### src/hsvr_pkg.sv
// Shared constants and types for the HSV to RGB converter pipeline.
package hsvr_pkg;

    localparam int HUE_W    = 10;
    localparam int HUE_MOD_W = 9;
    localparam int CH_W     = 8;
    localparam int WEIGHT_W = 6;
    localparam int INNER_W  = 14;
    localparam int NUM_W    = 22;
    localparam int RECIP_W  = 19;
    localparam int PROD_W   = NUM_W + RECIP_W;
    localparam int SHIFT    = 32;
    localparam int NUM_CH   = 3;
    localparam int STAGES   = 5;

    localparam int CH_RED   = 0;
    localparam int CH_GREEN = 1;
    localparam int CH_BLUE  = 2;

    localparam logic [HUE_W-1:0]     FULL_TURN    = 10'd360;
    localparam logic [HUE_W-1:0]     DOUBLE_TURN  = 10'd720;
    localparam logic [WEIGHT_W-1:0]  SECTOR_DEG   = 6'd60;
    localparam logic [CH_W-1:0]      FULL_SCALE   = 8'd255;
    localparam logic [INNER_W-1:0]   DIVISOR      = 14'd15300;
    // floor(2^32 / 15300); the estimate it gives is low by at most one.
    localparam logic [RECIP_W-1:0]   RECIP        = 19'd280716;

    typedef logic [CH_W-1:0]     chan_t;
    typedef logic [WEIGHT_W-1:0] weight_t;
    typedef logic [INNER_W-1:0]  inner_t;
    typedef logic [NUM_W-1:0]    num_t;

endpackage

### src/hsvr_sector.sv
// First pipeline stage: hue reduction, sector decode and per-channel weights.
module hsvr_sector
    import hsvr_pkg::*;
(
    input  logic                         clk,
    input  logic                         load,
    input  logic [HUE_W-1:0]             hue_degrees,
    input  chan_t                        saturation,
    input  chan_t                        brightness,
    output weight_t [NUM_CH-1:0]         weights,
    output chan_t                        sat,
    output chan_t                        val
);

    typedef enum logic [2:0] {
        SEC_RED_YELLOW,
        SEC_YELLOW_GREEN,
        SEC_GREEN_CYAN,
        SEC_CYAN_BLUE,
        SEC_BLUE_MAGENTA,
        SEC_MAGENTA_RED
    } sector_t;

    logic [HUE_MOD_W-1:0] hue_mod;
    logic [HUE_MOD_W-1:0] base;
    sector_t              sector;
    weight_t              offset;
    weight_t              d;
    weight_t [NUM_CH-1:0] weights_next;
    weight_t [NUM_CH-1:0] weights_reg;
    chan_t                sat_reg;
    chan_t                val_reg;

    always_comb
    begin
        priority if (hue_degrees >= DOUBLE_TURN)
            hue_mod = HUE_MOD_W'(hue_degrees - DOUBLE_TURN);
        else if (hue_degrees >= FULL_TURN)
            hue_mod = HUE_MOD_W'(hue_degrees - FULL_TURN);
        else
            hue_mod = HUE_MOD_W'(hue_degrees);

        priority if (hue_mod < 9'd60)
        begin
            sector = SEC_RED_YELLOW;   base = 9'd0;
        end
        else if (hue_mod < 9'd120)
        begin
            sector = SEC_YELLOW_GREEN; base = 9'd60;
        end
        else if (hue_mod < 9'd180)
        begin
            sector = SEC_GREEN_CYAN;   base = 9'd120;
        end
        else if (hue_mod < 9'd240)
        begin
            sector = SEC_CYAN_BLUE;    base = 9'd180;
        end
        else if (hue_mod < 9'd300)
        begin
            sector = SEC_BLUE_MAGENTA; base = 9'd240;
        end
        else
        begin
            sector = SEC_MAGENTA_RED;  base = 9'd300;
        end

        offset = WEIGHT_W'(hue_mod - base);
        // The secondary weight rises through even sectors and falls through odd ones.
        d = sector[0] ? (SECTOR_DEG - offset) : offset;

        unique case (sector)
            SEC_RED_YELLOW:
            begin
                weights_next[CH_RED] = SECTOR_DEG; weights_next[CH_GREEN] = d;
                weights_next[CH_BLUE] = '0;
            end
            SEC_YELLOW_GREEN:
            begin
                weights_next[CH_RED] = d; weights_next[CH_GREEN] = SECTOR_DEG;
                weights_next[CH_BLUE] = '0;
            end
            SEC_GREEN_CYAN:
            begin
                weights_next[CH_RED] = '0; weights_next[CH_GREEN] = SECTOR_DEG;
                weights_next[CH_BLUE] = d;
            end
            SEC_CYAN_BLUE:
            begin
                weights_next[CH_RED] = '0; weights_next[CH_GREEN] = d;
                weights_next[CH_BLUE] = SECTOR_DEG;
            end
            SEC_BLUE_MAGENTA:
            begin
                weights_next[CH_RED] = d; weights_next[CH_GREEN] = '0;
                weights_next[CH_BLUE] = SECTOR_DEG;
            end
            SEC_MAGENTA_RED:
            begin
                weights_next[CH_RED] = SECTOR_DEG; weights_next[CH_GREEN] = '0;
                weights_next[CH_BLUE] = d;
            end
            default:
            begin
                weights_next = '0;
            end
        endcase
    end

    always_ff @(posedge clk)
    begin
        if (load)
        begin
            weights_reg <= weights_next;
            sat_reg     <= saturation;
            val_reg     <= brightness;
        end
    end

    assign weights = weights_reg;
    assign sat     = sat_reg;
    assign val     = val_reg;

endmodule

### src/hsvr_level.sv
// Stages two and three of one channel: weighted saturation term, then scale by value.
module hsvr_level
    import hsvr_pkg::*;
(
    input  logic       clk,
    input  logic [1:0] load,
    input  weight_t    weight,
    input  chan_t      sat,
    input  chan_t      val,
    output num_t       num
);

    inner_t inner_next;
    inner_t inner_reg;
    chan_t  val_reg;
    num_t   num_next;
    num_t   num_reg;

    always_comb
    begin
        // sat*w + 60*(255 - sat) never exceeds 15300.
        inner_next = INNER_W'(INNER_W'(sat) * INNER_W'(weight))
                   + INNER_W'(INNER_W'(FULL_SCALE - sat) * INNER_W'(SECTOR_DEG));
        num_next   = NUM_W'(val_reg) * NUM_W'(inner_reg);
    end

    always_ff @(posedge clk)
    begin
        if (load[0])
        begin
            inner_reg <= inner_next;
            val_reg   <= val;
        end
        if (load[1])
        begin
            num_reg <= num_next;
        end
    end

    assign num = num_reg;

endmodule

### src/hsvr_divide.sv
// Stages four and five of one channel: exact division by 15300 via reciprocal and correction.
module hsvr_divide
    import hsvr_pkg::*;
(
    input  logic       clk,
    input  logic [1:0] load,
    input  num_t       num,
    output chan_t      level
);

    logic [PROD_W-1:0] prod;
    chan_t             q0_next;
    chan_t             q0_reg;
    num_t              num_reg;
    num_t              qd;
    num_t              rem;
    chan_t             level_next;
    chan_t             level_reg;

    always_comb
    begin
        prod       = PROD_W'(num) * PROD_W'(RECIP);
        // The quotient is at most 255, so the estimate fits in a channel.
        q0_next    = prod[SHIFT+CH_W-1:SHIFT];
        qd         = NUM_W'(q0_reg) * NUM_W'(DIVISOR);
        rem        = num_reg - qd;
        level_next = (rem >= NUM_W'(DIVISOR)) ? (q0_reg + 8'd1) : q0_reg;
    end

    always_ff @(posedge clk)
    begin
        if (load[0])
        begin
            q0_reg  <= q0_next;
            num_reg <= num;
        end
        if (load[1])
        begin
            level_reg <= level_next;
        end
    end

    assign level = level_reg;

endmodule

### src/hsv_to_rgb_converter.sv
// Top level of the HSV to RGB converter: five-stage pipeline with per-stage valid bits.
// An accepted item moves through the sector, level and divide stages in order.
// Throughput: one item per cycle while the output is not stalled; the reciprocal
// multiply in stage four is the widest path.
// Reset: rst_n clears every stage valid bit asynchronously; data registers are not reset.
// A stall on the output holds full stages in place and lets bubbles upstream close up.
module hsv_to_rgb_converter
    import hsvr_pkg::*;
(
    input  logic             clk,
    input  logic             rst_n,
    input  logic             in_valid,
    output logic             in_stall,
    input  logic [HUE_W-1:0] hue_degrees,
    input  chan_t            saturation,
    input  chan_t            brightness,
    output logic             out_valid,
    input  logic             out_stall,
    output chan_t            red,
    output chan_t            green,
    output chan_t            blue
);

    // One valid bit per pipeline stage; a stage moves when it is empty or the
    // stage after it moves, so a full stage is never overwritten.
    logic [STAGES-1:0]    valid_reg;
    logic [STAGES-1:0]    valid_next;
    logic [STAGES-1:0]    adv;

    weight_t [NUM_CH-1:0] weights;
    chan_t                sat;
    chan_t                val;
    num_t  [NUM_CH-1:0]   num;
    chan_t [NUM_CH-1:0]   level;

    always_comb
    begin
        adv[STAGES-1] = !valid_reg[STAGES-1] || !out_stall;
        for (int i = STAGES - 2; i >= 0; i--)
        begin
            adv[i] = !valid_reg[i] || adv[i+1];
        end
        if (adv[0])
            valid_next[0] = in_valid;
        else
            valid_next[0] = valid_reg[0];
        for (int i = 1; i < STAGES; i++)
        begin
            if (adv[i])
                valid_next[i] = valid_reg[i-1];
            else
                valid_next[i] = valid_reg[i];
        end
    end

    always_ff @(posedge clk or negedge rst_n)
    begin
        if (!rst_n)
            valid_reg <= '0;
        else
            valid_reg <= valid_next;
    end

    assign in_stall  = !adv[0];
    assign out_valid = valid_reg[STAGES-1];

    // Stage one: hue reduction and sector weights, shared by all channels.
    hsvr_sector u_sector (
        .clk         (clk),
        .load        (adv[0]),
        .hue_degrees (hue_degrees),
        .saturation  (saturation),
        .brightness  (brightness),
        .weights     (weights),
        .sat         (sat),
        .val         (val)
    );

    // Stages two through five run as three identical lanes, one per channel.
    for (genvar c = 0; c < NUM_CH; c++)
    begin : g_lane
        hsvr_level u_level (
            .clk    (clk),
            .load   (adv[2:1]),
            .weight (weights[c]),
            .sat    (sat),
            .val    (val),
            .num    (num[c])
        );

        hsvr_divide u_divide (
            .clk   (clk),
            .load  (adv[4:3]),
            .num   (num[c]),
            .level (level[c])
        );
    end

    assign red   = level[CH_RED];
    assign green = level[CH_GREEN];
    assign blue  = level[CH_BLUE];

    // Input is held back only when every stage is occupied.
    a_stall_full: assert property (@(posedge clk) disable iff (!rst_n)
        in_stall |-> (&valid_reg))
        else $error("input stalled while a pipeline stage was empty");

    // An accepted item always lands in the first stage.
    a_accept_lands: assert property (@(posedge clk) disable iff (!rst_n)
        (in_valid && !in_stall) |=> valid_reg[0])
        else $error("accepted item lost at pipeline entry");

    // An item leaving stage four always reaches the output stage.
    a_last_move: assert property (@(posedge clk) disable iff (!rst_n)
        (valid_reg[STAGES-2] && adv[STAGES-2]) |=> valid_reg[STAGES-1])
        else $error("item lost between last two stages");

    // A held output item is not dropped while the consumer stalls.
    a_hold_out: assert property (@(posedge clk) disable iff (!rst_n)
        (out_valid && out_stall) |=> (out_valid && $stable(level)))
        else $error("stalled output item changed or vanished");

endmodule

### config.mk
export PLATFORM = sky130hd
export DESIGN_NAME = hsv_to_rgb_converter
export DESIGN_NICKNAME = d
export VERILOG_FILES = /design/src/hsvr_pkg.sv /design/src/hsvr_sector.sv /design/src/hsvr_level.sv /design/src/hsvr_divide.sv /design/src/hsv_to_rgb_converter.sv
export SDC_FILE = /design/constraint.sdc
export NUM_CORES = 2
export LEC_CHECK = 0
export ABC_CLOCK_PERIOD_IN_PS = 8300
export BUFFER_PORTS_ARGS = -buffer_cell sky130_fd_sc_hd__buf_2
export CAP_MARGIN = 15
export CORE_MARGIN = 8
export CORE_UTILIZATION = 67
export CTS_CLUSTER_DIAMETER = 50
export DETAILED_ROUTE_END_ITERATION = 10
export GPL_ROUTABILITY_DRIVEN = 0
export GPL_TIMING_DRIVEN = 0
export PLACE_DENSITY = 0.84
export SYNTH_ARGS = -nofsm -noshare
export SYNTH_HDL_FRONTEND = slang
export SYNTH_HIERARCHICAL = 1
export SYNTH_SLANG_ARGS = --single-unit
### constraint.sdc
create_clock -name clk -period 8.3 [get_ports clk]
set_input_delay 1.66 -clock clk [delete_from_list [all_inputs] [get_ports clk]]
set_output_delay 1.66 -clock clk [all_outputs]
set_load 0.02 [all_outputs]
==> run_results.csv <==
group,metric,value,unit
synth,synth_top_area_share,25.7,%
cts,tritoncts,"done",
finish,area_growth,6.51,%
cts,root_buffer,"clkbuf_16",
floorplan,rows,98,
finish,drive_above_1_share,4.20,%
synth,ys_seq_elements,279,
run_status,status,"finished clean",
finish,final_cell_mix,"1099 x inv_1, 868 x ha_1, 622 x fa_1, 376 x and2_1, 274 x edfxtp_1",
setup_path,worstSetupStartpointType,"flop",
floorplan,core,71600,sq um
floorplan,initial_core_util,67.7,%
global_routing,overflow,0,
setup_path,critPathRequiredTime,8.59,ns
finish,nets,6509,
place,dp.final_hpwl,79800,um
setup_path,path_class,"reg -> reg",
synth,syn_inst,4885,
finish,final_common_cell,"inv_1",
timing,setup_viol,0,
cts,cts-htree-levels,2,
drt,dr.pass1.iters,5,
cts,clk_pin_slew,0.06,ns
floorplan,die-area,81200,sq um
global_routing,antenna_found_initial,0,
timing,rsz0062_at_grt,"false",
cts,post-cts-setup-buffer-count,0,
drt,ant_nets,0,
drt,route.detailed.drc,0,
cts,holdBufCountCts,0,
timing,tightest_slew,1.05,ns
floorplan,die_y,285,um
synth,ys_warn_count,6,
synth,ys_seq_area_share,17.2,%
hold_path,hp-start,"valid_reg[2]",
place,dp_slack,0.854,ns
setup_path,crit_start,"g_lane[0].u_divide/q0_reg[5]",
drt,drt_iter0_markers,1810,
place,port_buffers,51,
global_routing,grt_pass1_vias,36000,
synth,synth_fp_nets,6405,
synth,avgSynthCellArea,9.92,sq um
global_routing,grt_pass1_wl,166000,um
setup_path,path_max_fanout,9,
floorplan,die_x,285,um
timing,fin_crit_sh,90.5,%
cts,cts_resized,0,
global_routing,grt_max_degree,67,
timing,fin_ws,0.789,ns
timing,fin_skew,0.0135,ns
synth,synthesis.area,48500,sq um
setup_path,r2r-start,"g_lane[0].u_divide/q0_reg[5]",
run,cap_violations,0,
synth,synth.distinct_cells,114,
drt,drt-wirelength-per-cell,16.1,um
hold_path,hp-class,"reg -> reg",
finish,num_antenna_cells,0,
floorplan,ioPinCount,56,
timing,clock.fmax,0.133,GHz
timing,finalCriticalPeriod,7.51,ns
synth,postSynth.asyncResetShare,1.79,%
drt,vias_per_cell,5.69,
cts,cts.sinks,279,
synth,synth_edf_count,274,
setup_path,timing.critical_path.arrival,7.80,ns
cts,cts.path.max_buffers,3,
timing,slew_headroom,30.2,%
timing,holdWs,0.485,ns
global_routing,groute.usage.overall,24.0,%
synth,yosysTopAreaCell,"fa_1",
finish,largest_reg_flops,66,
synth,synth_flop_cell,"edfxtp_1",
synth,ys_top_cells_by_area,"fa_1 26%, ha_1 22%, edfxtp_1 17%",
cts,numCtsBuffers,45,
timing,hold_violations,0,
drt,routed_wl,96100,um
timing,fin_tns_setup,0,ns
setup_path,crit_path_end_kind,"flop",
cts,clock_latency,0.56,ns
finish,fillers,4972,
timing,maxSlewViolCount,0,
drt,routed-via-count,34000,
## cell usage after synthesis, types with 8 or more instances
cell	number
and3_1	23
a21oi_1	184
o22ai_1	9
a21boi_0	10
o41ai_1	10
nor2_1	133
a31oi_1	19
or3_1	14
o2111ai_1	10
o31ai_1	20
xnor2_1	130
o21ai_0	125
nand3_1	50
a211o_1	12
a211oi_1	33
o21bai_1	16
o21a_1	37
nand2_1	223
and2_1	376
mux2i_1	8
a21o_1	62
o21ai_1	28
inv_1	1100
clkbuf_1	42
ha_1	868
nor3_1	47
fa_1	622
edfxtp_1	274
nor2b_1	32
nand2b_1	45
xor2_1	77
or2_2	10
nand4_1	20
a221oi_1	12
o211ai_1	16
## through the flow
stage	instance area (sq um)	utilization, %	cells
2_1_floorplan	48500	-	4885
3_3_place_gp	49900	69.7	5886
3_5_place_dp	50100	69.9	5891
4_1_cts	51600	72.1	5971
5_1_grt	51600	72.1	5972
6_report	51600	72.1	5972
## final timing paths
path | slack [ns] | to | cells past startpoint
hold reg to reg | 0.49 | valid_reg[3] | 1
max in group asynchronous | 7.26 | valid_reg[1] | 1
hold / removal | 0.49 | valid_reg[3] | 1
setup reg to reg | 0.79 | g_lane[0].u_divide/level[6] | 24
setup / recovery | 0.79 | g_lane[0].u_divide/level[6] | 24
min in group asynchronous | 0.91 | valid_reg[4] | 1
## logic make-up after synthesis
logic type                 synth area share [%]
adders and majority gates                  48.1
buffers and inverters                      8.99
and+or+nand+nor                            11.4
AOI/OAI and AO/OA                          10.2
DFF                                        17.2
xor gates and xnor gates                   3.85
muxes                                     0.188
## layer usage
metal	global-route usage, %	vias to the layer above	share of wire [%]
met1	30.2	16600	43
met5	0	-	0
li1	-	16300	-
met2	42.7	799	50
met3	3.01	242	4.1
met4	8.14	0	3.2
## final cells by class
class | instances | area [sq um] | share of cell area, %
clock inverter | 30 | 403 | 0.780
clock buffer | 50 | 1140 | 2.22
sequential | 279 | 8350 | 16.2
buffer | 51 | 228 | 0.441
tap | 950 | 1190 | 2.30
inverter | 1100 | 4130 | 8.00
multi-input combinational | 3455 | 35800 | 69.3
timing repair buffer | 57 | 398 | 0.771
## worst max-delay path: stages (launching register included)
cell and delay, ns:
edfxtp_1 0.60, fa_1 0.72, inv_1 0.09, fa_1 0.54, inv_1 0.05, fa_1 0.52
fa_1 0.50, ha_1 0.35, o21ai_0 0.14, a21oi_1 0.13, o21ai_0 0.21, a21boi_0 0.11
o21ai_0 0.22, nor2b_1 0.20, xor2_1 0.24, ha_1 0.36, nor2b_1 0.19, a32oi_1 0.17
o211ai_1 0.13, a221oi_1 0.27, o221ai_1 0.17, or4_4 0.52, nor4_4 0.45, nor3_1 0.19
xnor2_1 0.17
Power is not shown: default switching activity piles up to over one toggle a cycle in this logic, so the estimate is an artifact.
